`src/rtl/arm_pkg.sv`:
```
// Shared types and constants for the axis rotation matrix generator.
// No dependencies; every other file in rtl/ imports this package.
package arm_pkg;

  localparam int AngW  = 24;             // angle, 1/128 degree units
  localparam int OpW   = 2;
  localparam int MatW  = 16;             // matrix entry, Q1.14
  localparam int OutFrac = MatW - 2;
  localparam int QW    = 64;             // series word, Q2.62
  localparam int FracW = 62;
  localparam int Terms = 10;             // correction terms per series
  localparam int DivW  = 9;              // largest divisor is 20*21
  localparam int RemW  = 10;             // remainder before correction < 2*divisor

  // one turn is 46080 units = 45 << 10
  localparam int TurnLoW      = 10;
  localparam int TurnOdd      = 45;
  localparam int TurnUnits    = TurnOdd << TurnLoW;
  localparam int HalfUnits    = TurnUnits / 2;
  localparam int QuarterUnits = TurnUnits / 4;
  localparam int EighthUnits  = TurnUnits / 8;
  localparam int AW = 16;                // reduced angle, 0..46079
  localparam int RW = 14;                // angle within a quadrant
  localparam int TW = 13;                // folded angle, 0..5760

  localparam logic [QW-1:0] PiQ62  = 64'hC90FDAA22168C234;
  localparam logic [QW-1:0] OneQ62 = 64'h4000_0000_0000_0000;
  localparam logic [QW:0]   RecipNum = {1'b1, {QW{1'b0}}};
  localparam logic signed [MatW-1:0] OneQ14 = 16'sd16384;

  localparam logic [OpW-1:0] OpAxisX = 2'd0;
  localparam logic [OpW-1:0] OpAxisY = 2'd1;
  localparam logic [OpW-1:0] OpAxisZ = 2'd2;

  typedef struct packed {
    logic signed [AngW-1:0] angle_deg;
    logic [OpW-1:0]         opcode;
  } arm_in_t;

  typedef struct packed {
    logic signed [MatW-1:0] m00;
    logic signed [MatW-1:0] m01;
    logic signed [MatW-1:0] m02;
    logic signed [MatW-1:0] m10;
    logic signed [MatW-1:0] m11;
    logic signed [MatW-1:0] m12;
    logic signed [MatW-1:0] m20;
    logic signed [MatW-1:0] m21;
    logic signed [MatW-1:0] m22;
  } arm_out_t;

  typedef struct packed {
    logic [1:0]     quad;
    logic           swap;               // sine and cosine exchanged by octant fold
    logic [OpW-1:0] opcode;
  } arm_meta_t;

  // one word of the series pipeline
  typedef struct packed {
    logic          valid;
    arm_meta_t     meta;
    logic [QW-1:0] x2;
    logic [QW-1:0] sterm;               // pending terms, not yet in the sums
    logic [QW-1:0] cterm;
    logic [QW-1:0] ssum;
    logic [QW-1:0] csum;
  } arm_ser_t;

endpackage

```
`src/rtl/arm_finish.sv`:
```
// Last term, rounding to Q1.14, quadrant signs and matrix assembly.
// Depends on arm_pkg.
module arm_finish
  import arm_pkg::*;
(
  input  logic     clk,
  input  logic     rst_n,
  input  logic     en,
  input  arm_ser_t ser_i,
  output logic     res_valid,
  output arm_out_t res_data
);

  localparam logic LastNeg = 1'(Terms % 2);
  localparam int RndSh = FracW - OutFrac;
  localparam logic [QW-1:0] Half = QW'(1) << (RndSh - 1);

  logic                   p1_v_r, p2_v_r, p3_v_r;
  arm_meta_t              p1_meta_r;
  logic [QW-1:0]          p1_ssum_r, p1_csum_r;
  logic [1:0]             p2_quad_r;
  logic [OpW-1:0]         p2_op_r;
  logic signed [MatW-1:0] p2_s_r, p2_c_r, p2_ns_r, p2_nc_r;
  arm_out_t               p3_r;

  logic [QW-1:0]          srnd, crnd;
  logic signed [MatW-1:0] smag, cmag, s_nxt, c_nxt;
  logic signed [MatW-1:0] sn, cs, nsn;
  arm_out_t               mat_nxt;

  assign srnd  = p1_ssum_r + Half;
  assign crnd  = p1_csum_r + Half;
  assign smag  = srnd[RndSh+MatW-1:RndSh];
  assign cmag  = crnd[RndSh+MatW-1:RndSh];
  assign s_nxt = p1_meta_r.swap ? cmag : smag;
  assign c_nxt = p1_meta_r.swap ? smag : cmag;

  always_comb begin
    case (p2_quad_r)
      2'd0: begin
        sn = p2_s_r;  cs = p2_c_r;  nsn = p2_ns_r;
      end
      2'd1: begin
        sn = p2_c_r;  cs = p2_ns_r; nsn = p2_nc_r;
      end
      2'd2: begin
        sn = p2_ns_r; cs = p2_nc_r; nsn = p2_s_r;
      end
      default: begin
        sn = p2_nc_r; cs = p2_s_r;  nsn = p2_c_r;
      end
    endcase
  end

  always_comb begin
    mat_nxt     = '0;
    mat_nxt.m00 = OneQ14;
    mat_nxt.m11 = OneQ14;
    mat_nxt.m22 = OneQ14;
    case (p2_op_r)
      OpAxisX: begin
        mat_nxt.m11 = cs;
        mat_nxt.m12 = nsn;
        mat_nxt.m21 = sn;
        mat_nxt.m22 = cs;
      end
      OpAxisY: begin
        mat_nxt.m00 = cs;
        mat_nxt.m02 = sn;
        mat_nxt.m20 = nsn;
        mat_nxt.m22 = cs;
      end
      OpAxisZ: begin
        mat_nxt.m00 = cs;
        mat_nxt.m01 = nsn;
        mat_nxt.m10 = sn;
        mat_nxt.m11 = cs;
      end
      default: begin
      end
    endcase
  end

  always_ff @(posedge clk) begin
    if (!rst_n) begin
      p1_v_r <= 1'b0;
      p2_v_r <= 1'b0;
      p3_v_r <= 1'b0;
    end else if (en) begin
      p1_v_r    <= ser_i.valid;
      p1_meta_r <= ser_i.meta;
      p1_ssum_r <= LastNeg ? ser_i.ssum - ser_i.sterm : ser_i.ssum + ser_i.sterm;
      p1_csum_r <= LastNeg ? ser_i.csum - ser_i.cterm : ser_i.csum + ser_i.cterm;
      p2_v_r    <= p1_v_r;
      p2_quad_r <= p1_meta_r.quad;
      p2_op_r   <= p1_meta_r.opcode;
      p2_s_r    <= s_nxt;
      p2_c_r    <= c_nxt;
      p2_ns_r   <= -s_nxt;
      p2_nc_r   <= -c_nxt;
      p3_v_r    <= p2_v_r;
      p3_r      <= mat_nxt;
    end
  end

  assign res_valid = p3_v_r;
  assign res_data  = p3_r;

endmodule

```
`config.mk`:
```
export PLATFORM = sky130hd
export DESIGN_NAME = arm_finish
export DESIGN_NICKNAME = d
export VERILOG_FILES = /design/src/rtl/arm_pkg.sv /design/src/rtl/arm_finish.sv
export SDC_FILE = /design/constraint.sdc
export NUM_CORES = 1
export LEC_CHECK = 0
export BUFFER_PORTS_ARGS = -buffer_cell sky130_fd_sc_hd__clkbuf_2
export CAP_MARGIN = 30
export CORE_UTILIZATION = 38
export CTS_CLUSTER_SIZE = 14
export DETAILED_ROUTE_END_ITERATION = 10
export GPL_TIMING_DRIVEN = 0
export HOLD_SLACK_MARGIN = 0.06
export PLACE_DENSITY = 0.71
export SLEW_MARGIN = 25
export SYNTH_ARGS = -nofsm -noshare
export SYNTH_HDL_FRONTEND = slang
export SYNTH_SLANG_ARGS = --single-unit
export TNS_END_PERCENT = 5
```
`constraint.sdc`:
```
create_clock -name clk -period 8.7 [get_ports clk]
set_input_delay 1.74 -clock clk [delete_from_list [all_inputs] [get_ports clk]]
set_output_delay 1.74 -clock clk [all_outputs]
set_load 0.03 [all_outputs]
```
# After elaboration in Yosys (flattened, before gate mapping)
# Cells that the tools add are included.
# W data, S select, Z words.
[word_totals]
elab_cells = 44
ff_bits = 348
[op_classes]
muxes = 5
reduce_logical = 6
eq_ne = 4
addsub = 6
[op_table]
columns = ["operator", "count"]
rows = [
  ["$pmux W16 S3", 3],
  ["$add A64 B48 Y64 const B", 2],
  ["$add A64 B64 Y64", 2],
  ["$mux W16", 2],
  ["$neg A16 Y16", 2],
  ["$reduce_or A2 Y1", 3],
  ["$eq A2 B1 Y1 const B", 2],
  ["$eq A2 B2 Y1 const B", 2],
  ["$logic_not A2 Y1", 2],
  ["$reduce_and A2 Y1", 1],
]

# Depth between registers and ports, before layout
# Gate-level depths: netlist (run 1).
[logic_depth]
depth_word = 3
mapped_depth = 12
depth_no_buf = 12

# Worst setup path after synthesis (run 1)
# OpenSTA, ideal clock, no wires.
[synth_timing]
kind = "input-to-reg"
startpoint = "input en"
endpoint = "register p1_csum_r[47] (enable)"
arrival_ns = 7.303
path_stages = 1
required_ns = 8.063
path_slack_ns = 0.761
n_path_buf = 0
cell_sequence = "and2_1"
[synth_via]
elab_chain_cells = 1
[synth_rtl]
columns = ["item", "line", "source"]
rows = [
  ["from (decl)", "arm_finish.sv:8", "input logic en,"],
  ["$reduce_and A2 Y1 (no line)", "--", ""],
  ["to (signal assigned)", "arm_finish.sv:93", "p1_csum_r <= LastNeg ? ser_i.csum - ser_i.cterm : ser_i.csum + ser_i.cterm;"],
  ["to (decl)", "arm_finish.sv:20", "logic [QW-1:0] p1_ssum_r, p1_csum_r;"],
]
# Every way passes these cells.
# A chain may end at the register's enable or synchronous reset.

# Worst setup path after layout (run 1)
[layout_timing]
startpoint = "input ser_i[170] (netlist name)"
endpoint = "register p1_csum_r[63], data pin"
[layout_via]
elab_chain_cells = 1
[layout_rtl]
columns = ["item", "line", "source"]
rows = [
  ["from (decl)", "arm_finish.sv:9", "input arm_ser_t ser_i,"],
  ["$add A64 B64 Y64", "arm_finish.sv:93", ""],
]
# Every way passes these cells.

==> results of run 1 <==
## kinds of logic (layout without fill, tap and decap cells)
| group | after synthesis | in the layout | share of synthesized area |
|---|---|---|---|
| AOI/OAI and AO/OA | 301 | 301 | 0.125 |
| xor gates and xnor gates | 88 | 88 | 0.0490 |
| adders and majority gates | 131 | 131 | 0.104 |
| buffers and inverters | 63 | 519 | 0.0162 |
| DFF | 249 | 249 | 0.474 |
| muxes | 79 | 79 | 0.0863 |
| other | 0 | 2 | 0 |
| and+or+nand+nor | 418 | 418 | 0.145 |
## where the power goes
group	leakage [nW]	switching [mW]	internal, mW
Sequential	2.31	0.0447	1.43
Clock	0.374	0.435	0.587
Combinational	5.33	0.438	0.301
## layer usage
metal,GRT usage,up-vias,routed length [microns]
met5,0,-,25
met3,0.0288,66,2720
met1,0.241,5708,17600
li1,-,5975,-
met2,0.348,492,20500
met4,0.0495,4,904
## cell type report
type                    instances  area [sq um]  area share
multi-input cells            1017          8020       0.415
flip-flops and latches        249          7450       0.386
repair buffers                413          2150       0.111
well taps                     532           666      0.0345
clock buffers                  29           641      0.0332
plain buffers                  32           138     0.00713
clock inverters                14           131     0.00680
inverters                      31           116     0.00603
diodes                          2          5.00    0.000259
## cell usage in the layout (no fill, tap or decap), types with 4 or more instances in the layout
master and instances:
clkbuf_16 25, nand4_1 34, clkbuf_2 409, mux2i_1 32, nor2_1 59, o211ai_1 10, and2_1 106, xor2_1 43
clkbuf_1 26, o2111ai_1 4, a31oi_1 7, nor3_1 11, and4_1 8, edfxtp_1 246, ha_1 131, and3_1 12
inv_1 30, or3_1 5, buf_2 5, nand2_1 69, mux4_2 45, nor2b_1 47, nand2b_1 8, o21ai_0 41
xnor2_1 45, o21a_1 5, nand3_1 39, a211oi_1 9, nor4_1 7, or2_2 4, a21oi_1 116, clkinv_1 5
o21bai_1 12, a21o_1 53, o31ai_1 4
## critical path: cells and delay by family
| family | cells | cell delay, ps |
|---|---|---|
| buffers and inverters | 1 | 110 |
| adder cells (fa/ha/maj) | 1 | 330 |
| XOR/XNOR | 1 | 260 |
| AO/OA/AOI/OAI | 9 | 2060 |
## worst min-delay path by stage
stage                 start      endpoint  slack [ps]  depth (start not counted)
6_report       p1_meta_r[1]    p2_op_r[1]         430                          0
5_1_grt        p1_meta_r[1]    p2_op_r[1]         430                          0
4_1_cts        p1_meta_r[1]    p2_op_r[1]         420                          0
3_5_place_dp   p1_meta_r[4]  p2_quad_r[1]         420                          0
3_3_place_gp   p1_meta_r[1]    p2_op_r[1]         400                          0
2_1_floorplan  p1_meta_r[0]    p2_op_r[0]         400                          0
## registers in the layout, summed over array words and instances (netlist names)
register   count
p1_v_r         1
p2_s_r        16
p2_ns_r       15
p2_v_r         1
p1_meta_r      5
p2_op_r        2
p2_quad_r      2
res_valid      1
p2_c_r        16
res_data     141
p1_ssum_r     17
p2_nc_r       15
p1_csum_r     17
==> run_results.csv, run 1 <==
group,metric,value,unit
global_routing,grt_overflow_total,0,
worst_setup_path,worstPathMaxFanout,5,
worst_setup_path,crit_end,"p1_csum_r[63]",
sta,setup_tns,0,ps
clocking,clk_latency,520,ps
pwr,powerDensity,167,nW/um^2
sta,period_share,0.482,
job,maxCapViolCount,0,
worst_setup_path,rrSetupSlack,5500,ps
sta,max_clock_freq,239,MHz
pwr,power_leakage,8.01,nW
pwr,finalPower,3.23,mW
synth,synth_warnings,0,
final_layout,instances_no_fill,2319,
synth,seq_area_frac_synth,0.474,
detailed_routing,via_per_inst,5.28,
global_routing,antenna_found_initial,3,
clocking,cts_made_buffers,25,
clocking,clockBufferDepth,3,
synth,yosysUniqueCellTypes,70,
floorplan,num_rows,74,
worst_setup_path,worstPathCellList,"clkbuf_2 > ha_1 > a21oi_1 > o211ai_1 > a21oi_1 > o41ai_1 > a221o_1 > a31oi_2 > o21ai_2 > a211oi_1 > o41ai_2 > xnor2_1",
sta,setup_viol,0,
synth,synth_edf_count,246,
final_layout,drive_gt1_frac,0.292,
final_layout,nets,2229,
placed_design,dp_cells,2274,
worst_setup_path,end_kind,"flip-flop",
final_layout,design_area,19300,sq um
global_routing,grt_max_degree,59,
clocking,holdBufCountCts,0,
sta,fin_crit,4190,ps
detailed_routing,vias,12200,
final_layout,post-route-util,0.473,
floorplan,io_pins,474,
sta,tightest_slew,881,ps
worst_setup_path,rr_startpoint,"p1_ssum_r[47]",
worst_setup_path,crit_slowest_cell,"a211oi_1",
synth,ys_ff_latch,249,
sta,grt_setup_unrepaired,"no",
worst_setup_path,reg2reg_depth,9,
worst_setup_path,worstPathArrival,4510,ps
worst_setup_path,max_stage_delay,400,ps
global_routing,grt_pass1_wl,63.5,mm
synth,syn_nets,1789,
clocking,htreeDepth,1,
final_layout,fillCellCount,3736,
clocking,cts-root-buf,"clkbuf_16",
global_routing,grt_pass1_vias,12000,
sta,final_max_slew_viol_count,0,
status,status,"completed",
worst_setup_path,worstPathRequired,9020,ps
sta,setup_slack,4510,ps
sta,slew_headroom,0.413,
sta,hold_ws,428,ps
synth,synth.largest_area_cell,"edfxtp_1",
final_layout,area_growth,22.9,%
detailed_routing,drt-pass1-iter-count,5,
worst_hold_path,hold_path.class,"flip-flop to flip-flop",
floorplan,die_x,205,microns
floorplan,die_area,42200,sq um
placed_design,place_area,18500,sq um
synth,syn_inst,1329,
global_routing,grt_usage,0.193,
synth,synth_top_area_frac,0.470,
synth,synth.most_common_cell,"edfxtp_1",
sta,hold_violations,0,
detailed_routing,drt_iter0_drc,573,
synth,synth_area_leaders,"edfxtp_1 47%, ha_1 10%, mux4_2 6.4%, and2_1 4.3%, a21oi_1 3.7%",
clocking,cts.sinks,249,
placed_design,routabilityCongestion,0.931,
detailed_routing,routedWlPerCell,18.0,microns
placed_design,port_buffers,409,
floorplan,initial_core_util,0.385,
worst_setup_path,cpMostUsedCell,"a21oi_1",
synth,synthTopCellsByCount,"246 x edfxtp_1, 131 x ha_1, 116 x a21oi_1, 107 x and2_1, 69 x nand2_1",
synth,syn_area_per_cell,11.8,sq um
clocking,cts_tree,"yes",
placed_design,place_ws,3950,ps
synth,mappedNetlistArea,15700,sq um
placed_design,dpl.hpwl,35.2,mm
synth,ys.flop_type,"edfxtp_1",
floorplan,die_y,205,microns
worst_setup_path,start_kind,"primary input",
worst_setup_path,reg2reg_to,"p2_ns_r[15]",
clocking,ctsResizeCount,0,
detailed_routing,ant_nets,0,
detailed_routing,routed_wl,41.8,mm
pwr,vdd_drop_max,0.140,mV
sta,clock_skew,8.97,ps
detailed_routing,remaining_drc_errors,0,
worst_setup_path,cp-startpoint,"ser_i[170]",
synth,synthArstFlopShare,0,
clocking,clkTransAtPathRegs,60,ps
clocking,cts_setup_buffers,0,
worst_setup_path,path_class,"primary input to flip-flop",
floorplan,core,40800,sq um
Power figures use the tool's default switching activity.
==> inputs of run 2 (changes only) <==
- PLACE_DENSITY: 0.71 -> 0.73
- clock period: 8.7 -> 3.5 ns (I/O delays scaled with it)
==> run_results.csv, run 2 (synthesized netlist as in run 1, its figures left out) <==
group,metric,value,unit
status,status,"completed",
worst_setup_path,rr_startpoint,"p1_ssum_r[48]",
pwr,power_frac_seq,0.455,
sta,final_max_slew_viol_count,0,
sta,clock_skew,9.73,ps
detailed_routing,routedWlPerCell,18.2,microns
worst_setup_path,rrSetupSlack,360,ps
pwr,vdd_drop_max,0.334,mV
worst_setup_path,path_class,"primary input to flip-flop",
pwr,powerDensity,416,nW/um^2
floorplan,io_pins,474,
worst_setup_path,worstPathMaxFanout,5,
final_layout,nets,2230,
sta,max_clock_freq,306,MHz
global_routing,grt_max_degree,58,
worst_setup_path,reg2reg_depth,9,
worst_hold_path,min_from,"ser_i[324]",
floorplan,num_rows,74,
clocking,clockBufferDepth,3,
global_routing,grt_usage,0.198,
worst_setup_path,start_kind,"primary input",
sta,hold_violations,0,
worst_setup_path,max_stage_delay,480,ps
floorplan,die_area,42200,sq um
worst_setup_path,worstPathRequired,3750,ps
detailed_routing,drt_iter0_drc,655,
clocking,cts.sinks,249,
final_layout,largest_reg_flops,141,
floorplan,initial_core_util,0.385,
worst_setup_path,worst-path-buf-inv,1,
clocking,clkTransAtPathRegs,60,ps
job,maxCapViolCount,0,
worst_setup_path,worstPathCellList,"clkbuf_2 > ha_1 > nand2_1 > o21ai_0 > o2111ai_1 > a31oi_1 > o31ai_4 > o41ai_1 > nor2_1 > o21ai_1 > a21oi_1 > xnor2_1",
detailed_routing,via_per_inst,5.34,
worst_setup_path,crit_slowest_cell,"o41ai_1",
worst_setup_path,worstPathArrival,3520,ps
final_layout,n_antenna_cell,0,
clocking,cts_setup_buffers,0,
global_routing,antenna_found_initial,0,
placed_design,port_buffers,409,
worst_hold_path,hold_path.class,"primary input to flip-flop",
placed_design,dpl.hpwl,35.3,mm
final_layout,mostFrequentLayoutCells,"409 x clkbuf_2, 246 x edfxtp_1, 131 x ha_1",
sta,slew_headroom,0.432,
worst_hold_path,holdPathStages,1,
pwr,power.switching,2.28,mW
detailed_routing,vias,12400,
clocking,cts_made_buffers,25,
clocking,clk_latency,510,ps
worst_hold_path,min_to,"p1_meta_r[4]",
placed_design,routabilityCongestion,0.900,
worst_setup_path,end_kind,"flip-flop",
final_layout,area_growth,23.0,%
sta,grt_setup_unrepaired,"no",
clocking,cts-root-buf,"clkbuf_16",
detailed_routing,remaining_drc_errors,0,
sta,fin_crit,3270,ps
pwr,clockPowerShare,0.315,
final_layout,layout_commonest_cell,"clkbuf_2",
floorplan,die_y,205,microns
global_routing,grt_pass1_wl,65.3,mm
floorplan,core,40800,sq um
clocking,htreeDepth,1,
sta,period_share,0.933,
worst_setup_path,reg2reg_to,"p2_ns_r[15]",
clocking,cts_tree,"yes",
pwr,p_sw_frac,0.284,
pwr,power_leakage,8.02,nW
worst_setup_path,critical-path-top-delay-family,"compound AO/OA/AOI/OAI gates",
detailed_routing,ant_nets,0,
pwr,intPower,5.76,mW
sta,tightest_slew,852,ps
sta,hold_ws,367,ps
sta,setup_viol,0,
detailed_routing,routed_wl,42.3,mm
global_routing,grt_pass1_vias,12200,
pwr,power_frac_comb,0.230,
global_routing,grt_overflow_total,0,
detailed_routing,drt-pass1-iter-count,6,
final_layout,drive_gt1_frac,0.294,
worst_setup_path,cp-startpoint,"ser_i[93]",
final_layout,post-route-util,0.473,
floorplan,die_x,205,microns
## run 2: layout make-up
type / count / area (sq um)
well taps: 532 / 666
clock buffers: 30 / 644
clock inverters: 14 / 133
multi-input cells: 1017 / 8030
repair buffers: 414 / 2150
inverters: 31 / 116
plain buffers: 32 / 138
flip-flops and latches: 249 / 7450
fillers: 3670 / 21500
## run 2: worst max-delay path by stage
stage	endpoint	slack (ps)	cells after the start
floorplan	p1_ssum_r[57]	340	11
global placement	p1_ssum_r[63]	-230	12
detailed placement	p1_ssum_r[62]	-260	12
CTS	p2_ns_r[15]	200	9
global route	p1_ssum_r[62]	20	12
finish	p1_ssum_r[62]	230	12
## run 2: layer usage
metal,GRT usage,wire [microns],part of all wire
met2,0.353,20700,0.49
met1,0.243,17500,0.41
met3,0.0334,2870,0.068
met4,0.0585,1250,0.030
met5,0,0,0
## run 2: power groups by stage
stage          registers, mW  logic (mW)  clock network, mW
6_report                3.66        1.85               2.53
5_1_grt                 3.67        2.04               2.70
4_1_cts                 3.66        1.86               2.58
3_5_place_dp            3.72        1.85                  0
3_3_place_gp            3.71        1.79                  0
2_1_floorplan           3.85        1.07                  0
## run 2: through the flow
stage                     setup slack, ps  std cells  power (mW)  instance area (sq um)  TNS (ps)
final                                 233       2319        8.04                  19300         0
after detailed placement             -259       2275        5.56                  18500     -1070
after global placement               -234       2270        5.51                  18400    -11530
after floorplan                       340       1329        4.93                  15700         0
after global routing                 22.3       2319        8.41                  19300         0
after CTS                             203       2319        8.10                  19300         0
## run 2: what timing repair did
item                       in CTS  in global routing
setup endpoints to repair       0                  2
gates resized for setup         0                  2
hold buffers                    0                  0
==> inputs of run 3 (changes only) <==
- clock period: 3.5 -> 2.9 ns (I/O delays scaled with it)
==> run_results.csv, run 3 (synthesized netlist as in run 1, its figures left out) <==
group,metric,value,unit
status,status,"completed",
pwr,power_leakage,8.13,nW
placed_design,dpl.hpwl,35.3,mm
worst_hold_path,min_to,"p1_meta_r[4]",
floorplan,die_area,42200,sq um
final_layout,instances_no_fill,2328,
global_routing,antenna_found_initial,0,
clocking,holdBufCountCts,0,
placed_design,routabilityCongestion,0.900,
sta,clock_skew,9.03,ps
floorplan,io_pins,474,
clocking,cts_tree,"yes",
clocking,cts-root-buf,"clkbuf_16",
sta,hold_ws,247,ps
sta,setup_slack,10.4,ps
pwr,clockPowerShare,0.311,
detailed_routing,via_per_inst,5.34,
sta,max_clock_freq,346,MHz
worst_setup_path,crit_slowest_cell,"nor3_1",
clocking,htreeDepth,1,
worst_hold_path,holdPathStages,1,
worst_setup_path,end_kind,"flip-flop",
detailed_routing,ant_nets,0,
worst_setup_path,start_kind,"primary input",
detailed_routing,drt_iter0_drc,757,
pwr,finalPower,9.81,mW
pwr,powerDensity,498,nW/um^2
sta,grt_setup_unrepaired,"yes",
final_layout,n_antenna_cell,0,
sta,tightest_slew,851,ps
worst_setup_path,reg2reg_depth,5,
worst_setup_path,max_stage_delay,380,ps
pwr,intPower,7.00,mW
global_routing,grt_pass1_vias,12200,
final_layout,layout_commonest_cell,"clkbuf_2",
sta,setup_viol,0,
worst_setup_path,critical-path-top-delay-family,"compound AO/OA/AOI/OAI gates",
floorplan,core,40800,sq um
clocking,clkTransAtPathRegs,60,ps
worst_setup_path,worstPathCellList,"clkbuf_2 > ha_1 > nor3_1 > o21bai_1 > a21oi_1 > a2111oi_4 > o31ai_4 > o21bai_2 > a21oi_2 > o21bai_2 > a221oi_2 > xnor2_1",
worst_setup_path,worstPathArrival,3140,ps
sta,slew_headroom,0.432,
worst_setup_path,worstPathRequired,3150,ps
global_routing,grt_usage,0.198,
global_routing,grt_max_degree,58,
placed_design,port_buffers,409,
sta,period_share,0.996,
detailed_routing,drt-pass1-iter-count,5,
floorplan,initial_core_util,0.385,
worst_hold_path,min_from,"ser_i[324]",
floorplan,die_x,205,microns
detailed_routing,vias,12400,
worst_hold_path,hold_path.class,"primary input to flip-flop",
worst_setup_path,path_class,"primary input to flip-flop",
final_layout,nets,2239,
floorplan,die_y,205,microns
clocking,clk_latency,510,ps
sta,hold_violations,0,
clocking,cts_made_buffers,25,
worst_setup_path,reg2reg_to,"res_data[78]",
final_layout,area_growth,25.4,%
global_routing,grt_pass1_wl,65.5,mm
worst_setup_path,rr_startpoint,"p2_quad_r[0]",
final_layout,fillCellCount,3615,
sta,fin_crit,2890,ps
worst_setup_path,rrSetupSlack,140,ps
worst_setup_path,cpMostUsedCell,"o21bai_2",
final_layout,drive_gt1_frac,0.323,
clocking,cts.sinks,249,
pwr,power_frac_seq,0.450,
detailed_routing,routedWlPerCell,18.4,microns
pwr,power.switching,2.82,mW
final_layout,largest_reg_flops,141,
final_layout,mostFrequentLayoutCells,"411 x clkbuf_2, 246 x edfxtp_1, 126 x ha_1",
pwr,vdd_drop_max,0.397,mV
placed_design,dp_cells,2275,
detailed_routing,routed_wl,42.9,mm
worst_setup_path,worst-path-buf-inv,1,
worst_setup_path,worstPathMaxFanout,4,
job,maxCapViolCount,0,
pwr,power_frac_comb,0.239,
sta,final_max_slew_viol_count,0,
detailed_routing,remaining_drc_errors,0,
floorplan,num_rows,74,
global_routing,grt_overflow_total,0,
pwr,p_sw_frac,0.287,
clocking,clockBufferDepth,3,
placed_design,place_ws,-739,ps
## run 3: timing repair
action / in CTS / in global routing
resized for setup: 23 / 40
setup endpoints to repair: 119 / 27
buffers inserted: 0 / 9
pin swaps: 6 / 23
gates cloned: 0 / 0
## run 3: per-layer routing
| metal | vias to the layer above | part of all wire | GRT usage |
|---|---|---|---|
| li1 | 5987 | - | - |
| met1 | 5859 | 0.41 | 0.244 |
| met2 | 511 | 0.50 | 0.355 |
| met3 | 69 | 0.066 | 0.0334 |
| met4 | 0 | 0.027 | 0.0579 |
| met5 | - | 0 | 0 |
## run 3: worst max-delay path by stage
stage	start	endpoint	slack [ps]	cells after the start
floorplan	ser_i[109]	p1_ssum_r[57]	-140	11
global placement	ser_i[84]	p1_ssum_r[63]	-710	12
detailed placement	ser_i[93]	p1_ssum_r[62]	-740	12
CTS	p1_ssum_r[49]	p2_ns_r[15]	-90	9
global route	ser_i[77]	p1_ssum_r[57]	-70	12
finish	ser_i[70]	p1_ssum_r[57]	10	12
## run 3: area by class of cell
type / count / area [sq um] / area share
clock inverter: 14 / 133 / 0.00673
timing repair buffer: 423 / 2220 / 0.113
multi-input combinational: 1017 / 8340 / 0.423
clock buffer: 30 / 644 / 0.0327
buffer: 32 / 140 / 0.00711
sequential: 249 / 7450 / 0.378
tap: 532 / 666 / 0.0338
inverter: 31 / 116 / 0.00590
## run 3: power by group through the flow
| stage | sequential [mW] | clock [mW] | combinational [mW] |
|---|---|---|---|
| after global routing | 4.43 | 3.25 | 2.57 |
| after CTS | 4.41 | 3.12 | 2.27 |
| final | 4.41 | 3.05 | 2.35 |
| after detailed placement | 4.49 | 0 | 2.23 |
| after floorplan | 4.65 | 0 | 1.30 |
| after global placement | 4.48 | 0 | 2.17 |
## run 3: through the flow
stage | utilization | instance area, sq um | TNS, ps
global route | 0.483 | 19700 | -295
CTS | 0.476 | 19400 | -128
floorplan | - | 15700 | -326
finish | 0.483 | 19700 | 0
detailed placement | 0.454 | 18500 | -15700
global placement | 0.451 | 18400 | -139370
